### config.mk
export PLATFORM = sky130hd
export DESIGN_NAME = keyed_record_table
export DESIGN_NICKNAME = d
export VERILOG_FILES = /design/src/sv/krt_pkg.sv /design/src/sv/keyed_record_table.sv /design/src/sv/krt_out_reg.sv
export SDC_FILE = /design/constraint.sdc
export NUM_CORES = 1
export LEC_CHECK = 0
export ABC_CLOCK_PERIOD_IN_PS = 5900
export BUFFER_PORTS_ARGS = -buffer_cell sky130_fd_sc_hd__buf_4
export CORE_MARGIN = 3
export CORE_UTILIZATION = 52
export DETAILED_ROUTE_END_ITERATION = 8
export PLACE_DENSITY = 0.8
export SLEW_MARGIN = 20
export SYNTH_ARGS = -nofsm -noshare
export SYNTH_HDL_FRONTEND = slang
export SYNTH_SLANG_ARGS = --single-unit
### constraint.sdc
create_clock -name i_clk -period 5.9 [get_ports i_clk]
set_input_delay 1.77 -clock i_clk [delete_from_list [all_inputs] [get_ports i_clk]]
set_output_delay 1.77 -clock i_clk [all_outputs]
set_load 0.01 [all_outputs]
### src/sv/krt_pkg.sv
// Shared types and codes for the keyed record table.
`default_nettype none

package krt_pkg;

    localparam int KEY_W    = 16;
    localparam int QTY_W    = 16;
    localparam int POS_W    = 6;
    localparam int MODE_W   = 3;
    localparam int STATUS_W = 2;

    // operation codes
    localparam logic [MODE_W-1:0] MODE_INSERT = 3'd0;
    localparam logic [MODE_W-1:0] MODE_DELETE = 3'd1;
    localparam logic [MODE_W-1:0] MODE_UPDATE = 3'd2;
    localparam logic [MODE_W-1:0] MODE_FIND   = 3'd3;
    localparam logic [MODE_W-1:0] MODE_LIST   = 3'd4;

    // result status codes
    localparam logic [STATUS_W-1:0] ST_DONE     = 2'd0;
    localparam logic [STATUS_W-1:0] ST_KEY_MISS = 2'd1;
    localparam logic [STATUS_W-1:0] ST_FULL     = 2'd2;
    localparam logic [STATUS_W-1:0] ST_NO_MATCH = 2'd3;

    typedef struct packed {
        logic [KEY_W-1:0] key;
        logic [QTY_W-1:0] qty;
    } t_entry;

    typedef struct packed {
        logic [STATUS_W-1:0] status;
        logic [POS_W-1:0]    position;
        logic [KEY_W-1:0]    key;
        logic [QTY_W-1:0]    qty;
        logic                last;
    } t_result;

endpackage

`default_nettype wire

### src/sv/keyed_record_table.sv
// Insert/update/find scan the table one entry per cycle until a match or the end of the table.
// Delete then moves each later record down one slot; list reads and checks each entry in turn.
// The block takes one request at a time and is bounded by the record memory (one read and one
// write port) walked by the search and compaction loops.
// Reset (synchronous, active low) empties the table; memory contents are kept.
`default_nettype none

module keyed_record_table #(
    parameter int CAPACITY = 16
) (
    input  wire logic                           i_clk,
    input  wire logic                           i_rst_n,
    // request channel
    input  wire logic                           i_valid,
    output logic                                o_stall,
    input  wire logic [krt_pkg::MODE_W-1:0]     i_mode,
    input  wire logic [krt_pkg::KEY_W-1:0]      i_record_key,
    input  wire logic [krt_pkg::QTY_W-1:0]      i_record_quantity,
    input  wire logic [krt_pkg::QTY_W-1:0]      i_limit,
    // result channel
    output logic                                o_valid,
    input  wire logic                           i_stall,
    output logic [krt_pkg::STATUS_W-1:0]        o_status,
    output logic [krt_pkg::POS_W-1:0]           o_position,
    output logic [krt_pkg::KEY_W-1:0]           o_found_key,
    output logic [krt_pkg::QTY_W-1:0]           o_found_quantity,
    output logic                                o_last
);
    import krt_pkg::*;

    // index width addresses the memory, count width holds 0..CAPACITY
    localparam int IW = (CAPACITY > 1) ? $clog2(CAPACITY) : 1;
    localparam int CW = $clog2(CAPACITY + 1);
    localparam logic [CW-1:0] CAP_C = CW'(CAPACITY);

    typedef enum logic [5:0] {
        S_IDLE    = 6'b000001,
        S_SCAN    = 6'b000010,  // key search, one read issued per cycle
        S_SHIFT   = 6'b000100,  // delete compaction: read i+1, write i
        S_LIST_RD = 6'b001000,  // list: issue read of next entry
        S_LIST_CK = 6'b010000,  // list: compare returned quantity
        S_EMIT    = 6'b100000   // single result waits for the output stage
    } t_state;

    // ---------------------------------------------------------------
    // State registers
    // ---------------------------------------------------------------
    t_state              r_state, n_state;
    logic [CW-1:0]       r_count, n_count;
    logic [CW-1:0]       r_idx,   n_idx;
    logic [MODE_W-1:0]   r_mode,  n_mode;
    logic [KEY_W-1:0]    r_key,   n_key;
    logic [QTY_W-1:0]    r_qty,   n_qty;
    logic [QTY_W-1:0]    r_lim,   n_lim;
    t_result             r_res,   n_res;      // pending single result
    logic                r_hold_vld, n_hold_vld;
    t_result             r_hold,  n_hold;     // last list match, not yet known final

    // ---------------------------------------------------------------
    // Record memory: one write and one registered read per cycle
    // ---------------------------------------------------------------
    t_entry              r_mem [CAPACITY];
    t_entry              r_rd_data;
    logic                r_rd_vld;
    logic [IW-1:0]       r_rd_idx;

    logic                rd_en;
    logic [IW-1:0]       rd_addr;
    logic                wr_en;
    logic [IW-1:0]       wr_addr;
    t_entry              wr_data;

    // read index follows the read data, so it holds while a list match waits
    always_ff @(posedge i_clk) begin
        if (wr_en) begin
            r_mem[wr_addr] <= wr_data;
        end
        if (rd_en) begin
            r_rd_data <= r_mem[rd_addr];
            r_rd_idx  <= rd_addr;
        end
    end

    always_ff @(posedge i_clk) begin
        if (!i_rst_n) begin
            r_rd_vld <= 1'b0;
        end else begin
            r_rd_vld <= rd_en;
        end
    end

    // ---------------------------------------------------------------
    // Output stage
    // ---------------------------------------------------------------
    logic    out_free;
    logic    push;
    t_result push_res;
    t_result out_res;

    krt_out_reg u_out (
        .i_clk   (i_clk),
        .i_rst_n (i_rst_n),
        .i_push  (push),
        .i_res   (push_res),
        .o_free  (out_free),
        .o_valid (o_valid),
        .i_stall (i_stall),
        .o_res   (out_res)
    );

    assign o_status         = out_res.status;
    assign o_position       = out_res.position;
    assign o_found_key      = out_res.key;
    assign o_found_quantity = out_res.qty;
    assign o_last           = out_res.last;

    // requests are taken only between operations
    assign o_stall = (r_state != S_IDLE);

    // ---------------------------------------------------------------
    // Sequencer
    // ---------------------------------------------------------------
    logic    hit;
    logic    lt_lim;
    t_result fail_res;

    assign hit    = r_rd_vld && (r_rd_data.key == r_key);
    assign lt_lim = r_rd_data.qty < r_lim;

    always_comb begin
        fail_res          = '0;
        fail_res.status   = ST_KEY_MISS;
        fail_res.last     = 1'b1;

        n_state    = r_state;
        n_count    = r_count;
        n_idx      = r_idx;
        n_mode     = r_mode;
        n_key      = r_key;
        n_qty      = r_qty;
        n_lim      = r_lim;
        n_res      = r_res;
        n_hold_vld = r_hold_vld;
        n_hold     = r_hold;

        rd_en    = 1'b0;
        rd_addr  = r_idx[IW-1:0];
        wr_en    = 1'b0;
        wr_addr  = r_idx[IW-1:0];
        wr_data  = '{key: r_key, qty: r_qty};
        push     = 1'b0;
        push_res = r_res;

        unique case (r_state)
            S_IDLE: begin
                if (i_valid) begin
                    n_mode     = i_mode;
                    n_key      = i_record_key;
                    n_qty      = i_record_quantity;
                    n_lim      = i_limit;
                    n_idx      = '0;
                    n_hold_vld = 1'b0;
                    // unused modes are consumed without effect
                    if (i_mode == MODE_LIST) begin
                        n_state = S_LIST_RD;
                    end else if (i_mode < MODE_LIST) begin
                        n_state = S_SCAN;
                    end
                end
            end

            S_SCAN: begin
                if (hit) begin
                    n_res          = '0;
                    n_res.status   = ST_DONE;
                    n_res.position = POS_W'(r_rd_idx);
                    n_res.key      = r_rd_data.key;
                    n_res.qty      = r_rd_data.qty;
                    n_res.last     = 1'b1;
                    n_state        = S_EMIT;
                    case (r_mode)
                        MODE_INSERT: begin
                            n_res = fail_res;   // key already present
                        end
                        MODE_DELETE: begin
                            n_idx   = CW'(r_rd_idx) + CW'(1);
                            n_state = S_SHIFT;
                        end
                        MODE_UPDATE: begin
                            wr_en     = 1'b1;
                            wr_addr   = r_rd_idx;
                            wr_data   = '{key: r_rd_data.key, qty: r_qty};
                            n_res.qty = r_qty;
                        end
                        default: begin
                        end
                    endcase
                end else if (r_idx < r_count) begin
                    rd_en = 1'b1;
                    n_idx = r_idx + CW'(1);
                end else if (!r_rd_vld) begin
                    // walked every entry without a match
                    n_state = S_EMIT;
                    n_res   = fail_res;
                    if (r_mode == MODE_INSERT) begin
                        if (r_count == CAP_C) begin
                            n_res.status = ST_FULL;
                        end else begin
                            wr_en          = 1'b1;
                            wr_addr        = r_count[IW-1:0];
                            n_res.status   = ST_DONE;
                            n_res.position = POS_W'(r_count);
                            n_res.key      = r_key;
                            n_res.qty      = r_qty;
                            n_count        = r_count + CW'(1);
                        end
                    end
                end
            end

            S_SHIFT: begin
                // read runs one entry ahead of the write
                if (r_idx < r_count) begin
                    rd_en = 1'b1;
                    n_idx = r_idx + CW'(1);
                end
                if (r_rd_vld) begin
                    wr_en   = 1'b1;
                    wr_addr = r_rd_idx - IW'(1);
                    wr_data = r_rd_data;
                end else if (r_idx >= r_count) begin
                    n_count = r_count - CW'(1);
                    n_state = S_EMIT;
                end
            end

            S_LIST_RD: begin
                if (r_idx < r_count) begin
                    rd_en   = 1'b1;
                    n_idx   = r_idx + CW'(1);
                    n_state = S_LIST_CK;
                end else if (out_free) begin
                    // end of table: flush held match as final, or report none
                    push = 1'b1;
                    if (r_hold_vld) begin
                        push_res      = r_hold;
                        push_res.last = 1'b1;
                    end else begin
                        push_res        = '0;
                        push_res.status = ST_NO_MATCH;
                        push_res.last   = 1'b1;
                    end
                    n_hold_vld = 1'b0;
                    n_state    = S_IDLE;
                end
            end

            S_LIST_CK: begin
                if (!lt_lim) begin
                    n_state = S_LIST_RD;
                end else if (!r_hold_vld || out_free) begin
                    // a newer match proves the held one is not final
                    if (r_hold_vld) begin
                        push          = 1'b1;
                        push_res      = r_hold;
                        push_res.last = 1'b0;
                    end
                    n_hold_vld      = 1'b1;
                    n_hold          = '0;
                    n_hold.status   = ST_DONE;
                    n_hold.position = POS_W'(r_rd_idx);
                    n_hold.key      = r_rd_data.key;
                    n_hold.qty      = r_rd_data.qty;
                    n_state         = S_LIST_RD;
                end
            end

            S_EMIT: begin
                if (out_free) begin
                    push    = 1'b1;
                    n_state = S_IDLE;
                end
            end

            default: begin
                n_state = S_IDLE;
            end
        endcase
    end

    always_ff @(posedge i_clk) begin
        if (!i_rst_n) begin
            r_state    <= S_IDLE;
            r_count    <= '0;
            r_idx      <= '0;
            r_hold_vld <= 1'b0;
        end else begin
            r_state    <= n_state;
            r_count    <= n_count;
            r_idx      <= n_idx;
            r_hold_vld <= n_hold_vld;
        end
    end

    always_ff @(posedge i_clk) begin
        r_mode <= n_mode;
        r_key  <= n_key;
        r_qty  <= n_qty;
        r_lim  <= n_lim;
        r_res  <= n_res;
        r_hold <= n_hold;
    end

endmodule

`default_nettype wire

### src/sv/krt_out_reg.sv
// Output register stage: holds one result item until the consumer takes it.
`default_nettype none

module krt_out_reg (
    input  wire logic             i_clk,
    input  wire logic             i_rst_n,
    input  wire logic             i_push,
    input  wire krt_pkg::t_result i_res,
    output logic                  o_free,
    output logic                  o_valid,
    input  wire logic             i_stall,
    output krt_pkg::t_result      o_res
);
    import krt_pkg::*;

    logic    r_vld;
    t_result r_res;

    // free when empty or when the held item leaves this cycle
    assign o_free  = !r_vld || !i_stall;
    assign o_valid = r_vld;
    assign o_res   = r_res;

    always_ff @(posedge i_clk) begin
        if (!i_rst_n) begin
            r_vld <= 1'b0;
        end else if (i_push) begin
            r_vld <= 1'b1;
        end else if (!i_stall) begin
            r_vld <= 1'b0;
        end
    end

    always_ff @(posedge i_clk) begin
        if (i_push) begin
            r_res <= i_res;
        end
    end

endmodule

`default_nettype wire

==> summary.md, run 1 <==
| Metric | Value |
|---|---|
| Status | `finished clean` |
| Clock transition at path regs | `approximately 0.060 ns` |
| Number of global-route vias before repair | `between 15000 and 20000` |
| Max cap viols | `0` |
| Top delay family on crit path | `simple AND/OR/NAND/NOR gates` |
| Data arrival, critical path | `around 4.6 ns` |
| Synthesized area | `between 0.02 and 0.03 mm²` |
| Synthesis-to-finish area growth | `13.86%` |
| Leakage | `between 10 and 15 nW` |
| Max stage delay on crit path | `around 0.96 ns` |
| Warnings, synthesis | `0` |
| Largest net degree at the start of global routing | `75` |
| Slowest CP cell | `nor2_4` |
| Hold WC Path Type | `register to register` |
| Final setup viols | `0` |
| Postcts setup bufs | `0` |
| Hold Slack | `about 0.52 ns` |
| Final Hold Fails | `0` |
| Fill count | `3682` |
| Fin Clk Skew | `0.03483 ns` |
| Initial DRC count | `~1800` |
| Sequential-to-total area share from yosys stat | `between 70 and 80%` |
| Crit start category | `register` |
| Initial antenna violation count | `4` |
| FF+latch count, synth | `~730` |
| FF+latch area | `0.02183 mm²` |
| Cell area power density | `approximately 360 mW/mm²` |
| Die Y | `242.1 µm` |
| Clock share of power | `between 30% and 40%` |
| Syn nets | `roughly 1600` |
| Horiz. Die Dim | `about 240 µm` |
| RSZ-0062 raised after global routing | `no` |
| Maximum VDD drop | `around 0.00021 V` |
| Buffers on Ports | `96` |
| Sw power | `2.944 mW` |
| Detail Route Antenna Nets | `0` |
| Setup TNS | `0 ns` |
| CTS tree | `built` |
| Dpl ws | `roughly 1.5 ns` |
| Layout cell share with drive strength beyond 1 | `between 20 and 30%` |
| CTS buffer count | `71` |
| Post-synth EDFFs | `around 710` |
| Nets | `1672` |
| Crit. End Element | `register` |
| Hold-fix buffers, CTS | `0` |
| Crit-path cells | `inv_1, ha_1, and4b_1, o21ai_1, a21boi_1, nand4_1, a2111oi_2, nand3_1, nor2_4` |
| Vias per Instance | `6.186` |
| Switch share | `between 20% and 30%` |
| Starting Density | `53.22%` |
| WL final | `63.92 mm` |
| Multi-input gate area | `between 0.006 and 0.007 mm²` |
| Vias | `approximately 15000` |
| Post-layout min period | `around 4.4 ns` |
| Post-Layout Cell Count | `2382` |
| Final worst slack | `approximately 1.5 ns` |
| Ports | `98` |
| Grt total ovfl | `0` |
| Slew HR | `between 20 and 30%` |
| Max Clk Rate | `between 200 and 250 MHz` |
| Die area | `between 0.05 and 0.06 mm²` |
| RePlAce Congestion | `around 0.9` |
| Worst path bufs/invs | `1` |
| Drt drc | `0` |
| First-pass GRT wire length | `between 90 and 100 mm` |
| # rows | `85` |
| CTS Sinks | `roughly 730` |
| Tcrit/Tclk final | `between 70% and 80%` |
| P_int | `around 9 mW` |
| Placed insts | `2250` |
| Yosys cell types | `70` |
| R2r setup slk | `about 1.5 ns` |
| Skew-Pair Late Insertion Delay | `0.62 ns` |
| H-tree depth | `3` |
| Critical path required time | `slightly above 6 ns` |
| Clock Path Buffers | `3` |
| WS Path Type | `register to register` |
| Async SR Flop Fraction | `0%` |
| GRT Util Overall | `approximately 22%` |
| Hpwl dp | `just under 40 mm` |
| Main synth FF type | `edfxtp_1` |
| Root buffer cell | `clkbuf_16` |
| # resized after CTS | `0` |
| Sequential share of power | `around 52%` |
| Final core utilization | `around three fifths` |
| Worst Tran Pin Value | `approximately 1.1 ns` |
| Max-slew violation count | `0` |
| WL/cell | `roughly 27 µm` |
| Core Region | `about 0.054 mm²` |
| Pre-antenna DRT Iters | `5` |
| Gate power share | `a little under an eighth` |
| Mean Syn Cell Area | `between 15 and 20 µm²` |
| Worst-path maximum fanout | `just over 40` |
| Mapped Cells | `~1500` |
## final timing paths
path	from	endpoint	cells after the start
hold / removal	r_hold[7]	u_out.o_res[7]	1
setup reg to reg	r_idx[0]	r_mem[12][8]	9
hold reg to reg	r_hold[7]	u_out.o_res[7]	1
setup / recovery	r_idx[0]	r_mem[12][8]	9
## flip-flops by register name, indices dropped and copies added (netlist names)
signal         flops
r_mem            512
r_state            6
u_out.o_valid      1
r_key             16
r_rd_vld           1
r_lim             16
r_rd_idx           4
r_count            5
r_rd_data         32
r_mode             3
u_out.o_res       40
r_res             39
r_hold            36
r_idx              5
r_hold_vld         1
r_qty             16
## cells in the final DEF (no fill, tap or decap), drive strengths merged, types with 3 or more instances in the layout
cell and instances:
nand4 7, ha 27, o31ai 5, clkbuf 85, mux4 160, nor3 5
and2 4, o32ai 4, o21ai 20, a21oi 24, xor2 20, a211oi 3
nand3 10, a2111oi 4, o211ai 7, a31oi 10, xnor2 6, nand2 127
a21o 5, or2 3, dfxtp 19, nor3b 3, nor4 9, bufinv 5
inv 40, buf 115, edfxtp 714, a22o 72, nor2 44, nand4b 3
nor2b 3, clkinv 30, nand2b 4, mux2i 3, and3 9
## cells in the mapped netlist (all sizes together), types with 3 or more instances
cell / number / share of area, %
nand2: 127 / 1.6
nand4: 7 / 0.17
a21o: 5 / 0.16
a2111oi: 4 / 0.14
mux2i: 3 / 0.10
nor2b: 3 / 0.065
edfxtp: 714 / 74
clkbuf: 38 / 0.49
or2: 3 / 0.065
xor2: 20 / 0.60
nand4b: 3 / 0.091
o21ai: 20 / 0.35
xnor2: 6 / 0.18
inv: 37 / 0.49
o211ai: 7 / 0.18
nor3b: 3 / 0.095
nor4: 9 / 0.28
a211oi: 3 / 0.078
a22o: 72 / 2.2
nor3: 5 / 0.10
and3: 9 / 0.19
nand3: 10 / 0.17
nor2: 44 / 0.63
buf: 31 / 0.54
nand2b: 4 / 0.086
a21oi: 24 / 0.41
o32ai: 4 / 0.12
dfxtp: 19 / 1.3
o31ai: 5 / 0.22
mux4: 160 / 12
a31oi: 10 / 0.22
and2: 4 / 0.086
ha: 27 / 1.2
## power groups by stage
stage	clock, mW	sequential, mW	combinational [mW]
finish	4.38	6.26	1.38
CTS	4.45	6.26	1.37
global placement	0	6.36	1.31
global route	4.63	6.28	1.49
floorplan	0	6.32	0.876
detailed placement	0	6.37	1.36
## kinds of logic (layout without fill, tap and decap cells)
group,after synthesis,in the layout,synth area share [%]
flops,733,733,75.30
simple gates,236,236,3.851
compound gates,175,175,4.689
mux,165,165,12.62
buf+inv,106,277,1.515
fa+ha+maj,28,28,1.235
xor+xnor,26,26,0.7858
other cells,1,3,0.01294
## routing by layer
metal	routed length (µm)	global-route usage [%]	vias to the layer above
met4	1256	6.206	4
met1	25710	30.69	7639
li1	-	-	6260
met3	6036	5.268	95
met2	30890	34.07	736
met5	27	0	-
## final cells by class
cell class              count  area share (%)
well taps                 739           2.802
flip-flops and latches    733           66.16
diodes                      2         0.01517
multi-input cells         631           20.90
repair buffers            115           2.931
clock buffers              85           5.608
inverters                  37          0.4323
clock inverters            40           1.153
## per-stage QoR
stage,cell area [µm²],power [mW]
after floorplan,28980,7.196
after global placement,30620,7.668
after detailed placement,30620,7.731
after CTS,32850,12.08
after global routing,32990,12.40
final,33000,12.03
(Power assumes the default switching activity.)
==> inputs of run 2 (changes only) <==
--- a/config.mk
+++ b/config.mk
@@ -5,7 +5,7 @@
 export SDC_FILE = /design/constraint.sdc
 export NUM_CORES = 1
 export LEC_CHECK = 0
-export ABC_CLOCK_PERIOD_IN_PS = 5900
+export ABC_CLOCK_PERIOD_IN_PS = 4190
 export BUFFER_PORTS_ARGS = -buffer_cell sky130_fd_sc_hd__buf_4
 export CORE_MARGIN = 3
 export CORE_UTILIZATION = 52
==> constraint.sdc (replaced) <==
create_clock -name i_clk -period 4.19 [get_ports i_clk]
set_input_delay 1.257 -clock i_clk [delete_from_list [all_inputs] [get_ports i_clk]]
set_output_delay 1.257 -clock i_clk [all_outputs]
set_load 0.01 [all_outputs]
==> run 2 against run 1 <==
  * Critical path depth unchanged
  * Via count up 3.1%
  * Combinational power is 37% higher
  * Core utilization is 0.27 points higher
  * Clock-buffer cell count is 2 higher
==> summary.md, run 2 (synthesis gave the netlist of run 1 again) <==
| Metric | Value |
|---|---|
| Worst path bufs/invs | `2 (was 1)` |
| WL/cell | `28.62 µm (was 26.83 µm)` |
| Initial DRC count | `1744 (was 1823)` |
| Ports | `98 (unchanged)` |
| Critical path depth | `9 (unchanged)` |
| Die area | `0.05860 mm² (unchanged)` |
| H-tree depth | `3 (unchanged)` |
| Top delay family on crit path | `simple AND/OR/NAND/NOR gates (unchanged)` |
| Slowest CP cell | `edfxtp_1 (was nor2_4)` |
| Horiz. Die Dim | `242.1 µm (unchanged)` |
| Fin Clk Skew | `0.01852 ns (was 0.03483 ns)` |
| Tcrit/Tclk final | `88.91% (was 74.45%)` |
| Total chip power | `16.66 mW (was 12.03 mW)` |
| Critical path required time | `4.46 ns (was 6.11 ns)` |
| Starting Density | `53.22% (unchanged)` |
| Cell area power density | `502.8 mW/mm² (was 364.5 mW/mm²)` |
| Initial antenna violation count | `1 (was 4)` |
| Final setup viols | `0 (unchanged)` |
| Synthesis-to-finish area growth | `14.36% (was 13.86%)` |
| Maximum VDD drop | `0.0003093 V (was 0.0002149 V)` |
| Slew HR | `36.18% (was 27.53%)` |
| Max stage delay on crit path | `0.54 ns (was 0.96 ns)` |
| ANT cells | `0 (was 2)` |
| Worst Tran Pin Value | `0.9572 ns (was 1.084 ns)` |
| Hpwl dp | `37.60 mm (was 39.20 mm)` |
| Dpl ws | `0.5957 ns (was 1.509 ns)` |
| Clock transition at path regs | `0.06 ns (about the same)` |
| Die Y | `242.1 µm (unchanged)` |
| Metal-1 WL | `25.98 mm (was 25.71 mm)` |
| Commonest non-fill, non-tap cells in the layout | `edfxtp_1 (714), mux4_2 (160), nand2_1 (127) (unchanged)` |
| Hold-fix buffers, CTS | `0 (unchanged)` |
| Root buffer cell | `clkbuf_16 (unchanged)` |
| Clock Path Buffers | `3 (unchanged)` |
| Max Clk Rate | `268.4 MHz (was 227.7 MHz)` |
| Worst Reg2Reg Path Length in Cells | `9 (unchanged)` |
| Commonest non-fill, non-tap cell in the layout | `edfxtp_1 (unchanged)` |
| Status | `finished clean (unchanged)` |
| Vias | `15200 (was 14730)` |
| Drt drc | `0 (unchanged)` |
| Data arrival, critical path | `4.00 ns (was 4.60 ns)` |
| Grt total ovfl | `0 (unchanged)` |
| Max cap viols | `0 (unchanged)` |
| Final worst slack | `0.4648 ns (was 1.507 ns)` |
| Final Hold Fails | `0 (unchanged)` |
| First-pass GRT wire length | `102.7 mm (was 95.50 mm)` |
| WL final | `68.49 mm (was 63.92 mm)` |
| Crit. End Element | `register (unchanged)` |
| Largest Register | `r_mem (unchanged)` |
| Postcts setup bufs | `0 (unchanged)` |
| Leakage | `10.67 nW (was 10.61 nW)` |
| Skew-Pair Late Insertion Delay | `0.61 ns (was 0.62 ns)` |
| Fill count | `3632 (was 3682)` |
| Crit start category | `register (unchanged)` |
| CTS tree | `built (unchanged)` |
| Hold depth | `1 (unchanged)` |
| Number of global-route vias before repair | `15570 (was 15010)` |
| Largest net degree at the start of global routing | `135 (was 75)` |
| Max-slew violation count | `0 (unchanged)` |
| Vias per Instance | `6.351 (was 6.186)` |
| CTS Sinks | `733 (unchanged)` |
| CTS buffer count | `69 (was 71)` |
| Pre-antenna DRT Iters | `6 (was 5)` |
| Hold WC Path Type | `register to register (unchanged)` |
| Post-layout min period | `3.725 ns (was 4.393 ns)` |
| Nets | `1689 (was 1672)` |
| RSZ-0062 raised after global routing | `no (unchanged)` |
| RePlAce Congestion | `0.9070 (was 0.8791)` |
| Buffers on Ports | `96 (unchanged)` |
| Max Used Layer | `met4 (was met5)` |
| Max FFs per register | `512 (unchanged)` |
| Layout cell share with drive strength beyond 1 | `26.12% (was 25.66%)` |
| GRT Util Overall | `23.56% (was 21.68%)` |
| Detail Route Antenna Nets | `0 (unchanged)` |
| Setup TNS | `0 ns (unchanged)` |
| DR WL met3 | `6.604 mm (was 6.036 mm)` |
| # resized after CTS | `0 (unchanged)` |
| Core Region | `0.05445 mm² (unchanged)` |
| WS Path Type | `register to register (unchanged)` |
| Most frequent CP cell | `nor2_4` |
| Crit-path cells | `xor2_1, nor4_2, nand4_2, nor2_4, inv_4, o31ai_1, nand3_1, nor2_4, buf_4 (was inv_1, ha_1, and4b_1, o21ai_1, a21boi_1, nand4_1, a2111oi_2, nand3_1, nor2_4)` |
| DR WL met2 | `33.83 mm (was 30.89 mm)` |
| # rows | `85 (unchanged)` |
| Worst-path maximum fanout | `16 (was 41)` |
[run 2: cell count changes in the layout (fill, tap and decap cells not counted), sizes merged]
cell | previous run | this run
inv | 40 | 39
diode | 2 | 0
bufinv | 5 | 4
clkinv | 30 | 24
buf | 115 | 134
clkbuf | 85 | 87
[run 2: path summary, 6_finish.rpt]
check	startpoint	to	slack, ns
worst max register to register	r_rd_data[29]	r_mem[6][29]	0.46
worst max-delay path	r_rd_data[29]	r_mem[6][29]	0.46
worst min-delay path	r_hold[18]	u_out.o_res[18]	0.53
worst min register to register	r_hold[18]	u_out.o_res[18]	0.53
[run 2: area by class of cell]
cell class              instances  area, µm²  share of cell area [%]
well taps                     739      924.6                   2.790
clock inverters                32      279.0                  0.8419
clock buffers                  87       1837                   5.542
flip-flops and latches        733      21830                   65.87
repair buffers                134       1231                   3.715
inverters                      37      143.9                  0.4342
multi-input cells             631       6897                   20.81
[run 2: routing by layer]
| metal | GRT usage, % | vias up |
|---|---|---|
| met5 | 0 | - |
| met4 | 8.893 | 0 |
| met3 | 4.328 | 132 |
| met2 | 37.70 | 871 |
| met1 | 32.77 | 7891 |
| li1 | - | 6303 |
[run 2: per-stage QoR]
stage	cell area [µm²]	instances	util [%]	hold slack, ns
3_3_place_gp	31020	2274	56.97	0.5023
5_1_grt	33140	2393	60.86	0.5466
3_5_place_dp	31030	2274	56.98	0.5196
6_report	33140	2393	60.86	0.5252
2_1_floorplan	28990	1470	-	0.4244
4_1_cts	33140	2393	60.86	0.5274
[run 2: report_power, final]
part | leakage (nW) | internal, mW | switching [mW]
combinational | 3.05 | 0.658 | 1.23
clock | 1.03 | 3.36 | 2.58
sequential | 6.60 | 8.65 | 0.179
